### config.mk
export PLATFORM = sky130hd
export DESIGN_NAME = fat_short_name_converter_core
export DESIGN_NICKNAME = d
export VERILOG_FILES = /design/src/hw/rtl/fsnc_pkg.sv /design/src/hw/rtl/fsnc_front.sv /design/src/hw/rtl/fsnc_queue.sv /design/src/hw/rtl/fsnc_back.sv /design/src/hw/rtl/fat_short_name_converter_core.sv
export SDC_FILE = /design/constraint.sdc
export NUM_CORES = 1
export LEC_CHECK = 0
export BUFFER_PORTS_ARGS = -buffer_cell sky130_fd_sc_hd__buf_2
export CORE_MARGIN = 10
export CORE_UTILIZATION = 30
export DETAILED_ROUTE_END_ITERATION = 10
export PLACE_DENSITY = 0.5
export SKIP_LAST_GASP = 1
export SLEW_MARGIN = 20
export SYNTH_ARGS = -nofsm -noshare
export SYNTH_HDL_FRONTEND = slang
export SYNTH_SLANG_ARGS = --single-unit
### constraint.sdc
create_clock -name clk -period 9.9 [get_ports clk]
set_input_delay 1.98 -clock clk [delete_from_list [all_inputs] [get_ports clk]]
set_output_delay 1.98 -clock clk [all_outputs]
set_load 0.02 [all_outputs]
### src/hw/rtl/fsnc_pkg.sv
// ----------------------------------------------------------------------------
// fsnc_pkg
// Shared characters, status codes and queue status type for the short-name
// converter.
// ----------------------------------------------------------------------------
package fsnc_pkg;

  localparam int CHAR_W = 8;
  localparam int IDX_W  = 4;

  localparam logic [CHAR_W-1:0] CHAR_NUL    = 8'h00;
  localparam logic [CHAR_W-1:0] CHAR_SPACE  = 8'h20;
  localparam logic [CHAR_W-1:0] CHAR_DOT    = 8'h2E;
  localparam logic [CHAR_W-1:0] CHAR_BSLASH = 8'h5C;

  localparam logic STATUS_OK  = 1'b0;
  localparam logic STATUS_BAD = 1'b1;

  typedef struct packed {
    logic full;
    logic empty;
  } q_stat_t;

endpackage

### src/hw/rtl/fsnc_front.sv
// ----------------------------------------------------------------------------
// fsnc_front
// Character parser: builds the padded short name one character per beat and
// pushes the finished name, or an error mark, into the name queue.
// ----------------------------------------------------------------------------
module fsnc_front #(
  parameter int BASE_LENGTH = 8,
  parameter int NAME_LENGTH = 11
) (
  input  logic                        clk,
  input  logic                        rst_n,
  input  logic                        in_valid,
  output logic                        in_ready,
  input  logic [7:0]                  in_name_char,
  input  logic                        in_first_of_name,
  input  fsnc_pkg::q_stat_t           q_stat,
  output logic                        push_valid,
  output logic                        push_err,
  output logic [NAME_LENGTH*8-1:0]    push_name
);
  import fsnc_pkg::*;

  localparam int MAX_LEN   = (BASE_LENGTH > NAME_LENGTH) ? BASE_LENGTH : NAME_LENGTH;
  localparam int FW        = $clog2(MAX_LEN + 1);
  localparam int EXT_START = (BASE_LENGTH < NAME_LENGTH) ? BASE_LENGTH : NAME_LENGTH;

  typedef enum logic [2:0] {
    PH_IDLE,
    PH_BASE,
    PH_DOTOPT,
    PH_EXT,
    PH_LDOT,
    PH_LDOTDOT
  } phase_t;

  phase_t          phase_r, phase_nxt;
  logic [FW-1:0]   fill_r, fill_nxt;
  logic [7:0]      name_r   [NAME_LENGTH];
  logic [7:0]      name_nxt [NAME_LENGTH];

  logic            accept;
  logic            is_term, is_dot;
  logic            do_base, do_ext, base_end;
  logic            wr_en, set_dot0, set_dot1, emit, err, clr;
  logic [FW-1:0]   fcur, f1;

  assign in_ready = !q_stat.full;
  assign accept   = in_valid && in_ready;

  always_comb begin
    is_term   = (in_name_char == CHAR_NUL) || (in_name_char == CHAR_BSLASH);
    is_dot    = (in_name_char == CHAR_DOT);
    phase_nxt = phase_r;
    fill_nxt  = fill_r;
    fcur      = fill_r;
    do_base   = 1'b0;
    do_ext    = 1'b0;
    base_end  = 1'b0;
    wr_en     = 1'b0;
    set_dot0  = 1'b0;
    set_dot1  = 1'b0;
    emit      = 1'b0;
    err       = 1'b0;
    clr       = 1'b0;

    if (in_first_of_name) begin
      clr      = 1'b1;
      fcur     = '0;
      fill_nxt = '0;
      if ((in_name_char == CHAR_SPACE) || (in_name_char == CHAR_NUL)) begin
        err = 1'b1;
      end else if (is_dot) begin
        fill_nxt  = FW'(EXT_START);
        phase_nxt = PH_LDOT;
      end else begin
        do_base = 1'b1;
      end
    end else begin
      unique case (phase_r)
        PH_IDLE: begin
          phase_nxt = PH_IDLE;
        end
        PH_BASE: begin
          do_base = 1'b1;
        end
        PH_DOTOPT: begin
          if (is_dot) begin
            phase_nxt = PH_EXT;
          end else begin
            do_ext = 1'b1;
          end
        end
        PH_EXT: begin
          do_ext = 1'b1;
        end
        PH_LDOT: begin
          if (is_term) begin
            set_dot0 = 1'b1;
            emit     = 1'b1;
          end else if (is_dot) begin
            phase_nxt = PH_LDOTDOT;
          end else if (fill_r >= FW'(NAME_LENGTH)) begin
            emit = 1'b1;
          end else begin
            do_ext = 1'b1;
          end
        end
        PH_LDOTDOT: begin
          if (is_term) begin
            set_dot0 = 1'b1;
            set_dot1 = 1'b1;
            emit     = 1'b1;
          end else if (fill_r >= FW'(NAME_LENGTH)) begin
            emit = 1'b1;
          end else begin
            do_ext = 1'b1;
          end
        end
        default: begin
          phase_nxt = PH_IDLE;
        end
      endcase
    end

    f1 = fcur + 1'b1;

    if (do_base) begin
      if (is_term) begin
        emit = 1'b1;
      end else if (is_dot) begin
        base_end = 1'b1;
      end else begin
        wr_en = (fcur < FW'(NAME_LENGTH));
        if (f1 >= FW'(BASE_LENGTH)) begin
          base_end = 1'b1;
        end else begin
          fill_nxt  = f1;
          phase_nxt = PH_BASE;
        end
      end
    end

    if (do_ext) begin
      if (is_term) begin
        emit = 1'b1;
      end else begin
        wr_en    = (fcur < FW'(NAME_LENGTH));
        fill_nxt = f1;
        if (f1 >= FW'(NAME_LENGTH)) begin
          emit = 1'b1;
        end else begin
          phase_nxt = PH_EXT;
        end
      end
    end

    if (base_end) begin
      fill_nxt = FW'(EXT_START);
      if (EXT_START >= NAME_LENGTH) begin
        emit = 1'b1;
      end else begin
        phase_nxt = PH_DOTOPT;
      end
    end

    if (emit || err) begin
      phase_nxt = PH_IDLE;
    end

    for (int i = 0; i < NAME_LENGTH; i++) begin
      name_nxt[i] = clr ? CHAR_SPACE : name_r[i];
      if (wr_en && (fcur == FW'(i))) begin
        name_nxt[i] = in_name_char;
      end
    end
    if (set_dot0) begin
      name_nxt[0] = CHAR_DOT;
    end
    if (set_dot1) begin
      name_nxt[1] = CHAR_DOT;
    end

    for (int i = 0; i < NAME_LENGTH; i++) begin
      push_name[i*8 +: 8] = name_nxt[i];
    end
  end

  assign push_valid = accept && (emit || err);
  assign push_err   = err;

  always_ff @(posedge clk) begin
    if (!rst_n) begin
      phase_r <= PH_IDLE;
      fill_r  <= '0;
    end else if (accept) begin
      phase_r <= phase_nxt;
      fill_r  <= fill_nxt;
    end
  end

  always_ff @(posedge clk) begin
    if (accept) begin
      name_r <= name_nxt;
    end
  end

endmodule

### src/hw/rtl/fsnc_queue.sv
// ----------------------------------------------------------------------------
// fsnc_queue
// Two-entry queue of finished names between the parser and the serializer.
// ----------------------------------------------------------------------------
module fsnc_queue #(
  parameter int NAME_LENGTH = 11
) (
  input  logic                        clk,
  input  logic                        rst_n,
  input  logic                        push_valid,
  input  logic                        push_err,
  input  logic [NAME_LENGTH*8-1:0]    push_name,
  input  logic                        pop,
  output fsnc_pkg::q_stat_t           q_stat,
  output logic                        head_err,
  output logic [NAME_LENGTH*8-1:0]    head_name
);
  import fsnc_pkg::*;

  localparam int EW = NAME_LENGTH * 8 + 1;

  logic [EW-1:0] slot_r [2];
  logic          wr_ptr_r, rd_ptr_r;
  logic [1:0]    count_r, count_nxt;

  assign q_stat.full  = (count_r == 2'd2);
  assign q_stat.empty = (count_r == 2'd0);
  assign {head_err, head_name} = slot_r[rd_ptr_r];

  always_comb begin
    count_nxt = count_r;
    if (push_valid && !pop) begin
      count_nxt = count_r + 2'd1;
    end else if (pop && !push_valid) begin
      count_nxt = count_r - 2'd1;
    end
  end

  always_ff @(posedge clk) begin
    if (!rst_n) begin
      wr_ptr_r <= 1'b0;
      rd_ptr_r <= 1'b0;
      count_r  <= 2'd0;
    end else begin
      if (push_valid) begin
        wr_ptr_r <= !wr_ptr_r;
      end
      if (pop) begin
        rd_ptr_r <= !rd_ptr_r;
      end
      count_r <= count_nxt;
    end
  end

  always_ff @(posedge clk) begin
    if (push_valid) begin
      slot_r[wr_ptr_r] <= {push_err, push_name};
    end
  end

endmodule

### src/hw/rtl/fsnc_back.sv
// ----------------------------------------------------------------------------
// fsnc_back
// Serializer: sends the head name of the queue one byte per beat through a
// registered output stage, or a single error beat.
// ----------------------------------------------------------------------------
module fsnc_back #(
  parameter int NAME_LENGTH = 11
) (
  input  logic                        clk,
  input  logic                        rst_n,
  input  fsnc_pkg::q_stat_t           q_stat,
  input  logic                        head_err,
  input  logic [NAME_LENGTH*8-1:0]    head_name,
  output logic                        pop,
  output logic                        out_valid,
  input  logic                        out_ready,
  output logic [7:0]                  out_name_byte,
  output logic [3:0]                  out_byte_index,
  output logic                        out_status,
  output logic                        out_last_byte
);
  import fsnc_pkg::*;

  localparam int IW = $clog2(NAME_LENGTH);

  logic          out_valid_r;
  logic [7:0]    byte_r;
  logic [3:0]    idx_r;
  logic          status_r;
  logic          last_r;
  logic [IW-1:0] pos_r;

  logic          load;
  logic          at_end;

  assign load   = !q_stat.empty && (!out_valid_r || out_ready);
  assign at_end = (pos_r == IW'(NAME_LENGTH - 1));
  assign pop    = load && (head_err || at_end);

  always_ff @(posedge clk) begin
    if (!rst_n) begin
      out_valid_r <= 1'b0;
      pos_r       <= '0;
    end else if (load) begin
      out_valid_r <= 1'b1;
      if (head_err || at_end) begin
        pos_r <= '0;
      end else begin
        pos_r <= pos_r + 1'b1;
      end
    end else if (out_ready) begin
      out_valid_r <= 1'b0;
    end
  end

  always_ff @(posedge clk) begin
    if (load) begin
      if (head_err) begin
        byte_r   <= CHAR_NUL;
        idx_r    <= '0;
        status_r <= STATUS_BAD;
        last_r   <= 1'b1;
      end else begin
        byte_r   <= head_name[pos_r*8 +: 8];
        idx_r    <= IDX_W'(pos_r);
        status_r <= STATUS_OK;
        last_r   <= at_end;
      end
    end
  end

  assign out_valid      = out_valid_r;
  assign out_name_byte  = byte_r;
  assign out_byte_index = idx_r;
  assign out_status     = status_r;
  assign out_last_byte  = last_r;

endmodule

### src/hw/rtl/fat_short_name_converter_core.sv
// ----------------------------------------------------------------------------
// fat_short_name_converter_core
// Converts path component characters into padded 8.3 directory-entry names.
// ----------------------------------------------------------------------------
// The parser takes one character per cycle while in_ready is high and finishes
// a name in the cycle of its terminating character or of the one that fills
// the name. Each finished name goes into a two-entry queue; the serializer
// then sends NAME_LENGTH bytes, one per cycle while out_ready is high, or one
// error beat. A name holds its queue slot until its last byte is loaded into
// the output register. Input is held off while both queue slots are taken, one
// of them possibly part way through serialization, so one character per cycle
// is sustained while components average at least NAME_LENGTH characters; the
// serializer's one byte per cycle sets the output side's limit.
module fat_short_name_converter_core #(
  parameter int BASE_LENGTH = 8,
  parameter int NAME_LENGTH = 11
) (
  input  logic       clk,
  input  logic       rst_n,
  input  logic       in_valid,
  output logic       in_ready,
  input  logic [7:0] in_name_char,
  input  logic       in_first_of_name,
  output logic       out_valid,
  input  logic       out_ready,
  output logic [7:0] out_name_byte,
  output logic [3:0] out_byte_index,
  output logic       out_status,
  output logic       out_last_byte
);
  import fsnc_pkg::*;

  q_stat_t                     q_stat;
  logic                        push_valid;
  logic                        push_err;
  logic [NAME_LENGTH*8-1:0]    push_name;
  logic                        pop;
  logic                        head_err;
  logic [NAME_LENGTH*8-1:0]    head_name;

  fsnc_front #(
    .BASE_LENGTH(BASE_LENGTH),
    .NAME_LENGTH(NAME_LENGTH)
  ) u_front (
    .clk             (clk),
    .rst_n           (rst_n),
    .in_valid        (in_valid),
    .in_ready        (in_ready),
    .in_name_char    (in_name_char),
    .in_first_of_name(in_first_of_name),
    .q_stat          (q_stat),
    .push_valid      (push_valid),
    .push_err        (push_err),
    .push_name       (push_name)
  );

  fsnc_queue #(
    .NAME_LENGTH(NAME_LENGTH)
  ) u_queue (
    .clk       (clk),
    .rst_n     (rst_n),
    .push_valid(push_valid),
    .push_err  (push_err),
    .push_name (push_name),
    .pop       (pop),
    .q_stat    (q_stat),
    .head_err  (head_err),
    .head_name (head_name)
  );

  fsnc_back #(
    .NAME_LENGTH(NAME_LENGTH)
  ) u_back (
    .clk           (clk),
    .rst_n         (rst_n),
    .q_stat        (q_stat),
    .head_err      (head_err),
    .head_name     (head_name),
    .pop           (pop),
    .out_valid     (out_valid),
    .out_ready     (out_ready),
    .out_name_byte (out_name_byte),
    .out_byte_index(out_byte_index),
    .out_status    (out_status),
    .out_last_byte (out_last_byte)
  );

endmodule

==> results of run 1 <==
[routing by layer]
layer  wire length (um)  share of wire, %  vias up
met5                  0                 0        -
met4                714               2.4        0
met3               1610               5.4       46
met2              13600                46      185
met1              13800                46     3681
li1                   -                 -     3372
[synthesized netlist by cell type, types with 2 or more instances]
library cell	n	share of area (%)
a211o_1	2	0.14
a211oi_1	3	0.17
a211oi_4	8	1.2
a21o_1	3	0.17
a21oi_1	20	0.78
a22oi_1	2	0.12
a31oi_1	3	0.15
and2_1	6	0.29
and3_1	3	0.15
and4_1	2	0.14
buf_1	3	0.087
buf_2	14	0.54
buf_4	10	0.58
clkbuf_1	25	0.73
dfxtp_1	17	2.6
edfxtp_1	280	65
ha_1	7	0.68
inv_1	22	0.64
mux2i_1	27	2.1
mux4_2	42	7.3
nand2_1	79	2.3
nand2b_1	54	2.6
nand3_1	8	0.31
nand3b_1	20	1.2
nand4_1	5	0.24
nand4b_1	4	0.27
nor2_1	58	1.7
nor2b_1	5	0.24
nor3_1	6	0.23
nor4_1	5	0.24
o211ai_1	7	0.41
o211ai_2	4	0.39
o21a_1	2	0.12
o21ai_0	73	2.8
o21ai_1	13	0.50
o22a_1	6	0.41
o22ai_1	7	0.34
o31ai_1	2	0.12
or3_1	2	0.097
xnor2_1	2	0.14
xor2_1	6	0.41
[worst max-delay path: cells and delay by family]
family / cells / cell delay [ns]
and+or+nand+nor: 3 / 0.61
buffers and inverters: 4 / 2.23
AOI/OAI and AO/OA: 1 / 0.25
[sequential cells by signal, indices dropped and copies added, names as in the netlist, named ones only]
name,flops
u_front.phase_r,3
u_front.fill_r,4
u_queue.rd_ptr_r,1
u_back.out_byte_index,4
u_front.name_r,88
u_queue.slot_r,178
u_queue.wr_ptr_r,1
u_back.out_name_byte,8
u_back.out_status,1
u_queue.count_r,2
u_back.pos_r,4
u_back.out_last_byte,1
u_back.out_valid,1
[layout make-up]
type                    count  area (um2)
well taps                 539         674
repair buffers             37         208
multi-input cells         507        3810
fillers                  4119       27800
clock inverters            19         139
flip-flops and latches    297        8750
clock buffers              32         779
inverters                  23        88.8
[worst min path at each step]
stage                                   from                            end  slack, ns  depth (start not counted)
5_1_grt        u_queue.rd_ptr_r$_SDFFE_PN0P_  u_queue.rd_ptr_r$_SDFFE_PN0P_       0.53                          2
2_1_floorplan  u_queue.wr_ptr_r$_SDFFE_PN0P_  u_queue.wr_ptr_r$_SDFFE_PN0P_       0.45                          2
3_5_place_dp   u_queue.rd_ptr_r$_SDFFE_PN0P_                      flip-flop       0.49                          2
6_report       u_queue.rd_ptr_r$_SDFFE_PN0P_  u_queue.rd_ptr_r$_SDFFE_PN0P_       0.50                          2
3_3_place_gp   u_queue.rd_ptr_r$_SDFFE_PN0P_                      flip-flop       0.49                          2
4_1_cts        u_queue.rd_ptr_r$_SDFFE_PN0P_  u_queue.rd_ptr_r$_SDFFE_PN0P_       0.51                          2
[power by group through the flow]
stage               clock network (uW)  logic [uW]  registers, uW
floorplan                            0        75.5           1440
global placement                     0         104           1440
detailed placement                   0         107           1440
CTS                               1110         107           1420
global route                      1160         119           1420
finish                            1080         107           1420
[kinds of logic after synthesis]
kind of cell | share of synthesized area, %
AO/OA/AOI/OAI | 8.43
XOR/XNOR | 0.544
adder cells (fa/ha/maj) | 0.680
buffers and inverters | 2.70
flip-flops | 67.9
multiplexers | 9.44
AND/OR/NAND/NOR | 10.3
[metrics by stage]
step	power (uW)	utilization, %	setup slack (ns)	cells	hold WS (ns)
2_1_floorplan	1520	-	1.27	880	0.451
3_3_place_gp	1550	32.0	4.31	1403	0.485
3_5_place_dp	1550	32.0	4.23	1403	0.492
4_1_cts	2630	34.2	4.83	1454	0.512
5_1_grt	2690	34.2	4.55	1454	0.534
6_report	2600	34.2	4.85	1454	0.501
==> impl_results.md, run 1 <==
* Gr busiest metal: met2
* Sequential power share at 54.5%
* NetSw at 552 uW
* Crit path to: u_queue.slot_r[0][5]$_DFFE_PP_
* Buffers on Ports at 28
* CP Launch Type: input port
* Setup-failing EPs final at 0
* Final #Nets at 916
* CP Max Fanout at 90
* Post-synthesis instance area at 0.0129 mm2
* F_max at 0.198 GHz
* GRT overflow at 0
* Register-to-register setup slack at 6.19 ns
* Synth Area per Inst at 14.6 um2
* CTS Buffer Depth at 3
* Combinational share of power at 4.1%
* Most frequent cells in the layout: edfxtp_1 (280), nand2_1 (79), o21ai_0 (73)
* CP max-delay cell: buf_4
* Met3 Use GR at 1.76%
* Cell Int Power at 2050 uW
* Vias per cell at 5.01
* Synth-to-layout area growth at 12.1%
* Crit path DAT at 5.23 ns
* Via count at 7284
* CTS sink count at 297
* Clk_skew at 0.0163 ns
* CP Capture Type: flip-flop
* Commonest non-fill, non-tap cell in the layout: edfxtp_1
* Starting Density at 30.5%
* Yosys warning total at 0
* HPWL after DPL at 18400 um
* Die Area at 0.0516 mm2
* DR DRC count at 0
* Worst relative slew slack at 28.3%
* Critical Path RT at 10.09 ns
* Setup TNS at 0 ns
* Worst path max stage delay at 0.76 ns
* Hold_buf cts at 0
* Seq/Total Area, Yosys at 67.9%
* Endpoints failing hold at 0
* GR Layer Usage met1 at 16.2%
* FP Rows at 75
* Share of post-route cells with drive strength above 1 at 15.5%
* Max Cap Viol at 0
* Min Tclk post-route at 5.05 ns
* Routed WL at 29700 um
* CP cell instances: buf_2 > buf_4 > and3_1 > nor3_1 > a21oi_2 > nor2b_4 > buf_4 > buf_4
* RSZ-0062 raised after global routing: no
* Post-CTS Setup Bufs at 0
* Synthesized flop and latch total at 297
* Die X at 227 um
* Power density over the cells at 180 mW/mm2
* Routed len/inst at 20.4 um
* Syn Inst Count at 880
* Least-Margin Pin Slew at 1.07 ns
* Final instance area at 0.0144 mm2
* Most common cell on crit path: buf_4
* CP startpoint: in_first_of_name
* Met2 usage at 18.0%
* DR pass1 iterations at 5
* Clock root buffer: clkbuf_16
* CTS Buf Count at 30
* Status: completed
* Hold Crit Class: flip-flop to flip-flop
* FFs w/ async S/R, synth at 0%
* Ant diodes at 0
* IO Count at 29
* GRT Util Overall at 11.5%
* Initial DRC count at 611
* Initial antenna violation count at 0
* Syn nets at 900
* Worst-Skew Late Latency at 0.57 ns
* R2r worst-path depth at 8
* Sw frac at 21.2%
* Kind of critical path: input port to flip-flop
* Static leakage at 0.00449 uW
* Cell Area, Placed at 0.0135 mm2
* Number of synthesized flops with an enable pin at 280
* Max Transition Viols Final at 0
* Clk slew on worst S/H paths at 0.06 ns
* Tcrit/Tclk final at 51.0%
* R2R Path Start: u_front.fill_r[0]$_SDFFE_PN0P_
* Vias in the first global route at 7313
* Post-CTS resize count at 0
* Post-synth top flop: edfxtp_1
* First-pass GRT wire length at 45400 um
* Clk pwr share at 41.4%
* Netlist cell types at 54
* Largest net degree at the start of global routing at 91
* CTS H-tree lvls at 1
* Routed Antenna Nets at 0
* Reg-to-reg endpoint: u_queue.slot_r[0][5]$_DFFE_PP_
* Gp weighted congestion at 0.811
* Core box area at 0.0422 mm2
* TritonCTS clock tree: yes
* Max VDD drop at 0.123 mV
* Die height at 227 um
Power figures use the tool's default switching activity.
==> inputs of run 2 (changes only) <==
Settings changed: PLACE_DENSITY 0.5 to 0.52.
Clock period 9.9 ns to 4.5 ns, I/O delays scaled along.
==> run 2 against run 1 <==
Die area is the same. Combinational power grew 130%. Clock skew shrank 0.0074 ns. Final cell count grew 0.55%. Sequential cell count is the same. Clock power grew 150%. Critical endpoint is now u_queue.slot_r[0][25]$_DFFE_PP_. Largest power group unchanged.
==> impl_results.md, run 2 (synthesis gave the netlist of run 1 again) <==
* Status: completed
* Core box area at 0.0422 mm2
* CP Capture Type: flip-flop
* Reg-to-reg endpoint: u_queue.slot_r[1][50]$_DFFE_PP_
* RSZ-0062 raised after global routing: no
* Crit path to: u_queue.slot_r[0][25]$_DFFE_PP_
* Most frequent cells in the layout: edfxtp_1 (280), nand2_1 (79), o21ai_0 (73)
* CTS H-tree lvls at 1
* Post-CTS resize count at 0
* Largest net degree at the start of global routing at 90
* Crit path DAT at 3.41 ns
* DR pass1 iterations at 5
* Final #Nets at 920
* GRT overflow at 0
* Initial antenna violation count at 0
* Hold Crit Class: flip-flop to flip-flop
* Register-to-register setup slack at 1.52 ns
* CP startpoint: in_first_of_name
* Clk_skew at 0.00894 ns
* Worst-Skew Late Latency at 0.56 ns
* Commonest non-fill, non-tap cell in the layout: edfxtp_1
* HPWL after DPL at 17600 um
* Initial DRC count at 663
* DR DRC count at 0
* Endpoints failing hold at 0
* Register area at 0.00875 mm2
* Die Area at 0.0516 mm2
* Routed WL at 29000 um
* Power density over the cells at 410 mW/mm2
* Hold path start: u_queue.wr_ptr_r$_SDFFE_PN0P_
* Hold_buf cts at 0
* Routed Antenna Nets at 0
* Cell Area, Placed at 0.0136 mm2
* CP Max Fanout at 89
* Static leakage at 0.00458 uW
* Tcrit/Tclk final at 71.3%
* First-pass GRT wire length at 44500 um
* Vias in the first global route at 7126
* CTS sink count at 297
* Buffers on Ports at 28
* FP Rows at 75
* Vias per cell at 4.99
* Die X at 227 um
* Routed len/inst at 19.9 um
* Kind of critical path: input port to flip-flop
* CTS Buf Count at 30
* Max Cap Viol at 0
* R2r worst-path depth at 5
* Die height at 227 um
* Filler cell count in the final layout at 4029
* Max reg flops at 178
* Least-Margin Pin Slew at 0.843 ns
* GRT Util Overall at 11.2%
* CP Launch Type: input port
* Max VDD drop at 0.286 mV
* Area of the multi-input gates at 0.00380 mm2
* Via count at 7293
* CTS Buffer Depth at 3
* Biggest register: u_queue.slot_r
* Setup TNS at 0 ns
* Critical Path RT at 4.70 ns
* Max Transition Viols Final at 0
* Gp weighted congestion at 0.807
* Clock root buffer: clkbuf_16
* Starting Density at 30.5%
* F_max at 0.312 GHz
* IO Count at 29
* R2R Path Start: u_front.fill_r[2]$_SDFFE_PN0P_
* Post-CTS Setup Bufs at 0
* Setup-failing EPs final at 0
* Ant diodes at 0
* Share of post-route cells with drive strength above 1 at 16.7%
* Synth-to-layout area growth at 13.7%
* Min Tclk post-route at 3.21 ns
* TritonCTS clock tree: yes
* Clk slew on worst S/H paths at 0.07 ns
* Power after layout at 6010 uW
* Final instance area at 0.0147 mm2
* Worst relative slew slack at 43.6%
[run 2: cell types whose count changed in the layout (fill, tap and decap cells not counted)]
| cell | before | now |
|---|---|---|
| buf_12 | 0 | 3 |
| buf_4 | 9 | 10 |
| bufinv_16 | 2 | 6 |
| clkbuf_1 | 1 | 4 |
| clkinv_1 | 11 | 5 |
| clkinv_2 | 3 | 2 |
| clkinv_4 | 0 | 3 |
| clkinvlp_4 | 3 | 4 |
| ha_1 | 7 | 6 |
| ha_2 | 0 | 1 |
| nor2_2 | 0 | 1 |
| nor2_4 | 1 | 0 |
[run 2: power by group]
group	total, uW	internal (uW)	switching, uW
sequential	3110	3090	22.6
combinational	242	67.1	175
clock	2650	1600	1050
total	6010	4760	1250
[run 2: layout make-up]
class / instances / share of cell area [%]
Multi-Input combinational cell: 507 / 26.0
Tap cell: 539 / 4.60
Inverter: 23 / 0.606
Timing Repair Buffer: 41 / 1.88
Clock buffer: 35 / 5.40
Sequential cell: 297 / 59.7
Clock inverter: 20 / 1.81
[run 2: worst max-delay path: stages]
cell and delay (ns):
buf_2 0.44, nand2b_1 0.23, inv_1 0.08, ha_2 0.21, xor2_1 0.19, a211oi_1 0.25
o21ai_1 0.12, a21oi_2 0.28, nor2b_4 0.21, buf_12 0.44
[run 2: worst min-delay path by stage]
stage | end | slack, ns | depth (start not counted)
finish | u_queue.wr_ptr_r$_SDFFE_PN0P_ | 0.52 | 2
global route | flip-flop | 0.55 | 2
CTS | flip-flop | 0.53 | 2
detailed placement | flip-flop | 0.50 | 2
global placement | u_queue.rd_ptr_r$_SDFFE_PN0P_ | 0.49 | 2
floorplan | flip-flop | 0.47 | 2
[run 2: per-layer routing]
layer / global-route usage, % / wire length (um) / part of all wire (%) / vias up
met2: 17.9 / 13500 / 46 / 161
met3: 2.01 / 1420 / 4.9 / 35
met5: 0 / 0 / 0 / -
met1: 15.7 / 13600 / 47 / 3723
met4: 2.17 / 531 / 1.8 / 0
li1: - / - / - / 3374
[run 2: stage by stage]
stage	std cells	util (%)	setup slack, ns	hold WS [ns]
2_1_floorplan	880	-	0.0292	0.472
3_3_place_gp	1407	32.2	0.710	0.486
3_5_place_dp	1407	32.2	0.682	0.500
4_1_cts	1462	34.7	1.27	0.526
5_1_grt	1462	34.7	0.994	0.546
6_report	1462	34.7	1.29	0.520
